## src/sv/ckv_pkg.sv

```systemverilog
package ckv_pkg;

  // table geometry
  localparam int BUCKETS        = 256;
  localparam int BKT_W          = 8;
  localparam int WAYS           = 4;
  localparam int WAY_W          = 2;
  localparam int VALUES_PER_KEY = 4;
  localparam int KEY_BYTES      = 8;
  localparam int MAX_RESULTS    = 4;

  localparam int KEY_W   = 64;
  localparam int VAL_W   = 64;
  localparam int CNT_W   = 3;
  localparam int META_W  = 1 + CNT_W;
  localparam int TOT_W   = 13;
  localparam int ROW_W   = VALUES_PER_KEY * VAL_W;
  localparam int ENT_W   = BKT_W + WAY_W;

  localparam logic [63:0]      CRC_POLY  = 64'hC96C5795D7870F42;
  localparam logic [63:0]      CRC_INIT  = 64'hFFFFFFFFFFFFFFFF;
  localparam logic [TOT_W-1:0] TOTAL_MAX = 13'd8191;

  // configuration register indexes
  localparam logic [1:0] REG_MULTI_MODE = 2'd0;
  localparam logic [1:0] REG_KEY_BYTES  = 2'd1;
  localparam logic [1:0] REG_TABLE_BITS = 2'd2;

  typedef enum logic [1:0] {
    CMD_SET     = 2'd0,
    CMD_REMOVE  = 2'd1,
    CMD_LOOKUP  = 2'd2,
    CMD_REM_ONE = 2'd3
  } cmd_t;

  typedef enum logic [1:0] {
    ST_OK        = 2'd0,
    ST_NOT_FOUND = 2'd1,
    ST_FULL      = 2'd2,
    ST_WRONG     = 2'd3
  } status_t;

  typedef enum logic [5:0] {
    S_IDLE = 6'b000001,
    S_HASH = 6'b000010,
    S_ADDR = 6'b000100,
    S_BKT  = 6'b001000,
    S_VAL  = 6'b010000,
    S_EMIT = 6'b100000
  } state_t;

  typedef struct packed {
    logic start;
    logic step;
  } crc_ctrl_t;

  // one byte of reflected crc-64
  function automatic logic [63:0] crc64_byte(input logic [63:0] crc, input logic [7:0] b);
    logic [63:0] c;
    c = crc ^ {56'd0, b};
    for (int i = 0; i < 8; i++) begin
      c = (c >> 1) ^ (c[0] ? CRC_POLY : 64'd0);
    end
    return c;
  endfunction

endpackage

```

## src/sv/ckv_crc_unit.sv

```systemverilog
module ckv_crc_unit import ckv_pkg::*; (
  input  logic        clk,
  input  crc_ctrl_t   ctrl,
  input  logic [7:0]  data_byte,
  output logic [63:0] crc
);

  logic [63:0] crc_r;
  logic [63:0] crc_nxt;

  // load start value or fold in one key byte
  always_comb begin
    crc_nxt = crc_r;
    if (ctrl.start) begin
      crc_nxt = CRC_INIT;
    end else if (ctrl.step) begin
      crc_nxt = crc64_byte(crc_r, data_byte);
    end
  end

  always_ff @(posedge clk) begin
    crc_r <= crc_nxt;
  end

  assign crc = crc_r;

endmodule

```

## config.mk

```make
export PLATFORM = sky130hd
export DESIGN_NAME = ckv_crc_unit
export DESIGN_NICKNAME = d
export VERILOG_FILES = /design/src/sv/ckv_pkg.sv /design/src/sv/ckv_crc_unit.sv
export SDC_FILE = /design/constraint.sdc
export NUM_CORES = 1
export LEC_CHECK = 0
export BUFFER_PORTS_ARGS = -buffer_cell sky130_fd_sc_hd__buf_4
export CORE_ASPECT_RATIO = 1.25
export CORE_MARGIN = 5
export CORE_UTILIZATION = 49
export CTS_CLUSTER_DIAMETER = 200
export DETAILED_ROUTE_END_ITERATION = 6
export GPL_TIMING_DRIVEN = 0
export PLACE_DENSITY_LB_ADDON = 0.05
export SYNTH_ARGS = -nofsm -noshare
export SYNTH_HDL_FRONTEND = slang
export SYNTH_SLANG_ARGS = --single-unit
```

## constraint.sdc

```tcl
create_clock -name clk -period 5.7 [get_ports clk]
set_input_delay 0.285 -clock clk [delete_from_list [all_inputs] [get_ports clk]]
set_output_delay 0.285 -clock clk [all_outputs]
set_load 0.02 [all_outputs]
```

==> impl_metrics.csv, run 1 <==
group,metric,value,unit
synth,synthXorXnorAreaFrac,41.5,%
synth,syn_area_per_cell,10.5,um^2
synth,synthAdderAreaFrac,0,%
cts,htree_levels,3,
placed_design,pre_cts_slack,3220,ps
timing,finClkSkew,6.71,ps
floorplan,dieHeight,110,um
placed_design,dpl.hpwl,8040,um
grt,grt_max_degree,11,
floorplan,start_util,50.4,%
placed_design,numPortBuffers,72,
synth,yosysWarnings,0,
synth,syn_nets,385,
cells_and_area,multi_input_area,2540,um^2
timing,final.setup.tns,0,ps
worst_setup_path,crit_path_end_kind,"register",
floorplan,ioPinCount,75,
synth,synth_compound_area_share,13.4,%
routing,wl_per_cell,20.1,um
synth,syn_inst,374,
run,max_cap_viol_count,0,
cts,root_buffer,"clkbuf_8",
cts,clock-sinks,64,
cells_and_area,n_antenna_cell,0,
worst_setup_path,critPathLaunchType,"register",
synth,ys_ff_latch,64,
worst_setup_path,crit_type,"reg2reg",
timing,rsz0062_at_grt,"no",
cts,hold_buffers,0,
cts,cts_resized,0,
cells_and_area,regArea,1280,um^2
timing,report.final.setup_viol,0,
timing,slew_headroom,51.3,%
worst_setup_path,critPathRequiredTime,5940,ps
synth,yosys.area_share.simple,9.75,%
cells_and_area,syn_to_final_growth,21.9,%
placed_design,gp_congestion,0.851,
grt,antenna_found_initial,0,
grt,grt_first_pass_wirelength,17300,um
synth,synthMuxAreaShare,0,%
cells_and_area,nets,468,
routing,viasPerCell,5.34,
timing,min_period,2470,ps
grt,grt_pass1_vias,3041,
worst_setup_path,critical_path.startpoint,"crc[3]",
synth,synth_top_family_by_area,"XOR/XNOR gates",
cts,post_cts_buffers,0,
cts,clk-insertion-delay-late,350,ps
worst_setup_path,timing.rr.start,"crc[3]",
routing,drt-initial-drc-count,233,
grt,grt_use_total,23.1,%
timing,maxSlewViolCount,0,
cells_and_area,n_fill_cell,695,
synth,ys_types,26,
routing,vias,2975,
routing,route.detailed.drc,0,
cts,clkTransAtPathRegs,70,ps
timing,layout_setup_ws,3230,ps
grt,overflow,0,
floorplan,placementRows,36,
synth,ys_seq_area_share,32.6,%
routing,ant_nets,0,
floorplan,coreArea,7790,um^2
outcome,status,"completed",
cts,cts_tree,"built",
worst_setup_path,worstPathArrival,2710,ps
cts,numCtsBuffers,9,
cts,clk_path_buf_depth,2,
timing,tightest_slew,731,ps
timing,max_clock_freq,0.405,GHz
synth,netlist_area,3930,um^2
cells_and_area,largest_reg_flops,64,
routing,wl,11200,um
timing,fin_crit_sh,43.3,%
hold_path,hp-class,"in2reg",
cells_and_area,drive_gt1_share,27.3,%
worst_setup_path,cp_max_fo,10,
floorplan,die_w,90.1,um
hold_path,hold_start,"ctrl[1]",
floorplan,dieArea,9910,um^2
routing,drtPass1Iterations,4,
timing,hold_viol_final,0,
[kinds of logic after synthesis]
| logic type | Yosys count |
|---|---|
| buffers and inverters | 26 |
| XOR/XNOR | 135 |
| AO/OA/AOI/OAI | 79 |
| AND/OR/NAND/NOR | 70 |
| flip-flops | 64 |
[stage by stage]
step	hold slack, ps	cell area, um^2	utilization, %	std cells
after floorplan	597	3930	-	374
after global placement	500	4580	58.8	541
after detailed placement	505	4580	58.8	541
after CTS	443	4780	61.4	557
after global routing	499	4780	61.4	557
final	460	4780	61.4	557
[critical path: stages, from the launching register on]
cell and delay [ps]:
dfxtp_1 380, xnor2_4 550, xnor2_2 220, buf_4 310
xnor3_2 370, and3_1 200, a2111o_1 330
[Yosys cell counts]
cell type  count  share of area, %
xnor3_2        4               2.4
a21oi_1       34               4.3
inv_1          2              0.19
o21ai_1        9               1.1
clkbuf_1      21               2.0
nor2_1        20               1.9
xor2_2         2              0.83
or2_1          1              0.16
buf_2          2              0.26
xor2_1        30               6.7
a2111o_1       2              0.57
o21bai_1       1              0.19
o21ai_0        3              0.38
or2_2         16               2.6
and3_1         2              0.32
xnor2_2        9               3.7
nor3_1         4              0.51
xnor2_1       70                16
xnor3_1       14               8.0
a211o_1       27               6.0
nor2b_1       27               4.3
xnor2_4        5               3.5
dfxtp_1       64                33
a21bo_1        3              0.77
buf_4          1              0.19
xor2_4         1              0.70
[layout make-up]
class,count,area share (%)
Multi-Input combinational cell,284,53.1
Sequential cell,64,26.8
Timing Repair Buffer,72,11.3
Clock buffer,13,3.32
Tap cell,95,2.48
Buffer,24,2.01
Clock inverter,3,0.837
Inverter,2,0.157
[cells in the final DEF, fill, tap and decap left out, types with 3 or more instances in the layout]
cell / synthesis / routed
xnor3_1: 14 / 14
xnor2_2: 9 / 9
buf_4: 1 / 73
o21ai_0: 3 / 3
xnor2_4: 5 / 5
a21oi_1: 34 / 34
xnor2_1: 70 / 70
xnor3_2: 4 / 4
a21bo_1: 3 / 3
nor2_1: 20 / 20
clkbuf_1: 21 / 23
o21ai_1: 9 / 9
dfxtp_1: 64 / 64
clkbuf_8: 0 / 11
a211o_1: 27 / 27
nor2b_1: 27 / 27
or2_2: 16 / 16
nor3_1: 4 / 4
xor2_1: 30 / 30
[routing by layer]
layer | vias up | global-route usage (%) | part of all wire, %
li1 | 1412 | - | -
met1 | 1433 | 29.0 | 44
met2 | 115 | 39.5 | 49
met3 | 15 | 4.82 | 5.7
met4 | 0 | 8.19 | 2.0
met5 | - | 0 | 0
[final timing paths]
kind,end,slack (ps),depth (start not counted)
min,crc[41],460,2
max,crc[41],3230,6
max reg2reg,crc[41],3230,6
min reg2reg,crc[30],540,2
Power of run 1 is left out: the tool's default activity adds up to more than one toggle a clock period on the data nets, which glitch-free logic cannot reach.
==> run 2: changes to the inputs <==
- clock period: 5.7 -> 2.3 ns (I/O delays scaled with it)
==> run 2 against run 1 <==
Compared with the run above: routed wire length grew 1.2%; utilization up 1.5 points; setup slack got worse by 3200 ps; sequential cell count is the same; register-to-register slack got worse by 3200 ps; critical path type unchanged; highest routed layer unchanged.
==> impl_metrics.csv, run 2 (same netlist as run 1, synthesis figures left out) <==
group,metric,value,unit
outcome,status,"completed",
worst_setup_path,cp_cell_sequence,"xnor2_4 > xnor2_2 > xnor3_2 > xnor3_1 > a21bo_1",
floorplan,dieHeight,110,um
routing,viasPerCell,5.32,
cts,clk_path_buf_depth,2,
floorplan,ioPinCount,75,
worst_setup_path,cp_max_fo,5,
placed_design,numPortBuffers,72,
grt,grt_first_pass_wirelength,17500,um
grt,overflow,0,
timing,layout_setup_ws,32.4,ps
cts,numCtsBuffers,9,
worst_setup_path,crit_type,"reg2reg",
placed_design,pre_cts_slack,-145,ps
worst_setup_path,critPathLaunchType,"register",
routing,drtPass1Iterations,4,
timing,finClkSkew,7.92,ps
floorplan,coreArea,7790,um^2
worst_setup_path,timing.rr.start,"crc[0]",
routing,wl_per_cell,20.0,um
floorplan,placementRows,36,
placed_design,place_area,4580,um^2
cells_and_area,n_antenna_cell,0,
run,max_cap_viol_count,0,
timing,tightest_slew,694,ps
worst_setup_path,critPathRequiredTime,2550,ps
routing,wl,11300,um
worst_setup_path,r2r_cells,5,
routing,route.detailed.drc,0,
routing,vias,3008,
timing,maxSlewViolCount,0,
worst_setup_path,reg2reg_to,"crc[49]",
cts,cts_tree,"built",
cells_and_area,largest_reg_flops,64,
cts,hold_buffers,0,
cells_and_area,final_common_cell,"buf_4",
grt,antenna_found_initial,0,
timing,hold_viol_final,0,
timing,min_period,2270,ps
timing,slew_headroom,53.7,%
placed_design,dpl.hpwl,8040,um
hold_path,hp-class,"in2reg",
floorplan,die_w,90.1,um
hold_path,min_path_cells,2,
timing,fin_crit_sh,98.6,%
grt,grt_use_total,23.4,%
worst_setup_path,crit_path_end_kind,"register",
hold_path,min_to,"crc[41]",
placed_design,gp_congestion,0.851,
floorplan,start_util,50.4,%
cts,clkTransAtPathRegs,80,ps
worst_setup_path,reg2reg_slack,30,ps
cells_and_area,syn_to_final_growth,24.9,%
cells_and_area,n_fill_cell,674,
worst_setup_path,slowest_delay,500,ps
routing,drt-initial-drc-count,222,
grt,grt_pass1_vias,3104,
cells_and_area,final_area,4900,um^2
cells_and_area,mostFrequentLayoutCells,"buf_4, xnor2_1, dfxtp_1",
cts,root_buffer,"clkbuf_8",
worst_setup_path,slowest_stage,"dfxtp_1",
hold_path,hold_start,"ctrl[1]",
cts,htree_levels,3,
timing,rsz0062_at_grt,"yes",
floorplan,dieArea,9910,um^2
cells_and_area,fin_util,62.9,%
cts,clk-insertion-delay-late,350,ps
timing,report.final.setup_viol,0,
timing,max_clock_freq,0.441,GHz
routing,ant_nets,0,
cells_and_area,drive_gt1_share,29.4,%
grt,grt_max_degree,11,
cells_and_area,nets,476,
worst_setup_path,worstPathArrival,2520,ps
cts,clock-sinks,64,
==> run 2: what timing repair did <==
action / in CTS / in global routing
buffers inserted: 7 / 1
endpoints found under the hold margin: 0 / 0
endpoints found under the setup margin: 11 / 21
pin swaps: 4 / 3
resized for setup: 4 / 4
==> run 2: cell type report <==
type / count / area [um^2] / area share [%]
buffer: 24 / 98.8 / 2.02
clock buffer: 13 / 159 / 3.24
clock inverter: 3 / 40.0 / 0.817
inverter: 2 / 7.51 / 0.153
multi-input combinational: 284 / 2600 / 52.9
sequential: 64 / 1280 / 26.2
tap: 95 / 119 / 2.42
timing repair buffer: 80 / 601 / 12.2
==> run 2: worst max-delay path: cells and delay by family (launching register included) <==
family	cells	cell delay (ps)
AOI/OAI and AO/OA	1	190
xor gates and xnor gates	4	1470
DFF	1	500
==> run 2: per-layer routing <==
layer  vias up  track usage, %  wire length [um]
li1       1435               -                 -
met1      1441            28.9              4860
met2       111            39.9              5460
met3        21            4.34               677
met4         0            10.9               314
met5         -               0                 0
==> run 2: worst max path at each step <==
stage	from	to	slack, ps	cells after the start
3_3_place_gp	crc[5]	crc[25]	-150	5
6_report	crc[0]	crc[49]	30	5
5_1_grt	crc[0]	crc[31]	-50	5
3_5_place_dp	crc[5]	crc[41]	-140	5
2_1_floorplan	crc[5]	crc[41]	20	5
4_1_cts	crc[0]	crc[49]	-60	5
==> run 2: stage by stage <==
step	TNS, ps	hold slack [ps]	instances
final	0	285	565
after global routing	-109	334	565
after CTS	-98.2	273	564
after detailed placement	-721	505	541
after global placement	-878	500	541
after floorplan	0	459	374
Power of run 2 is left out for the same reason.
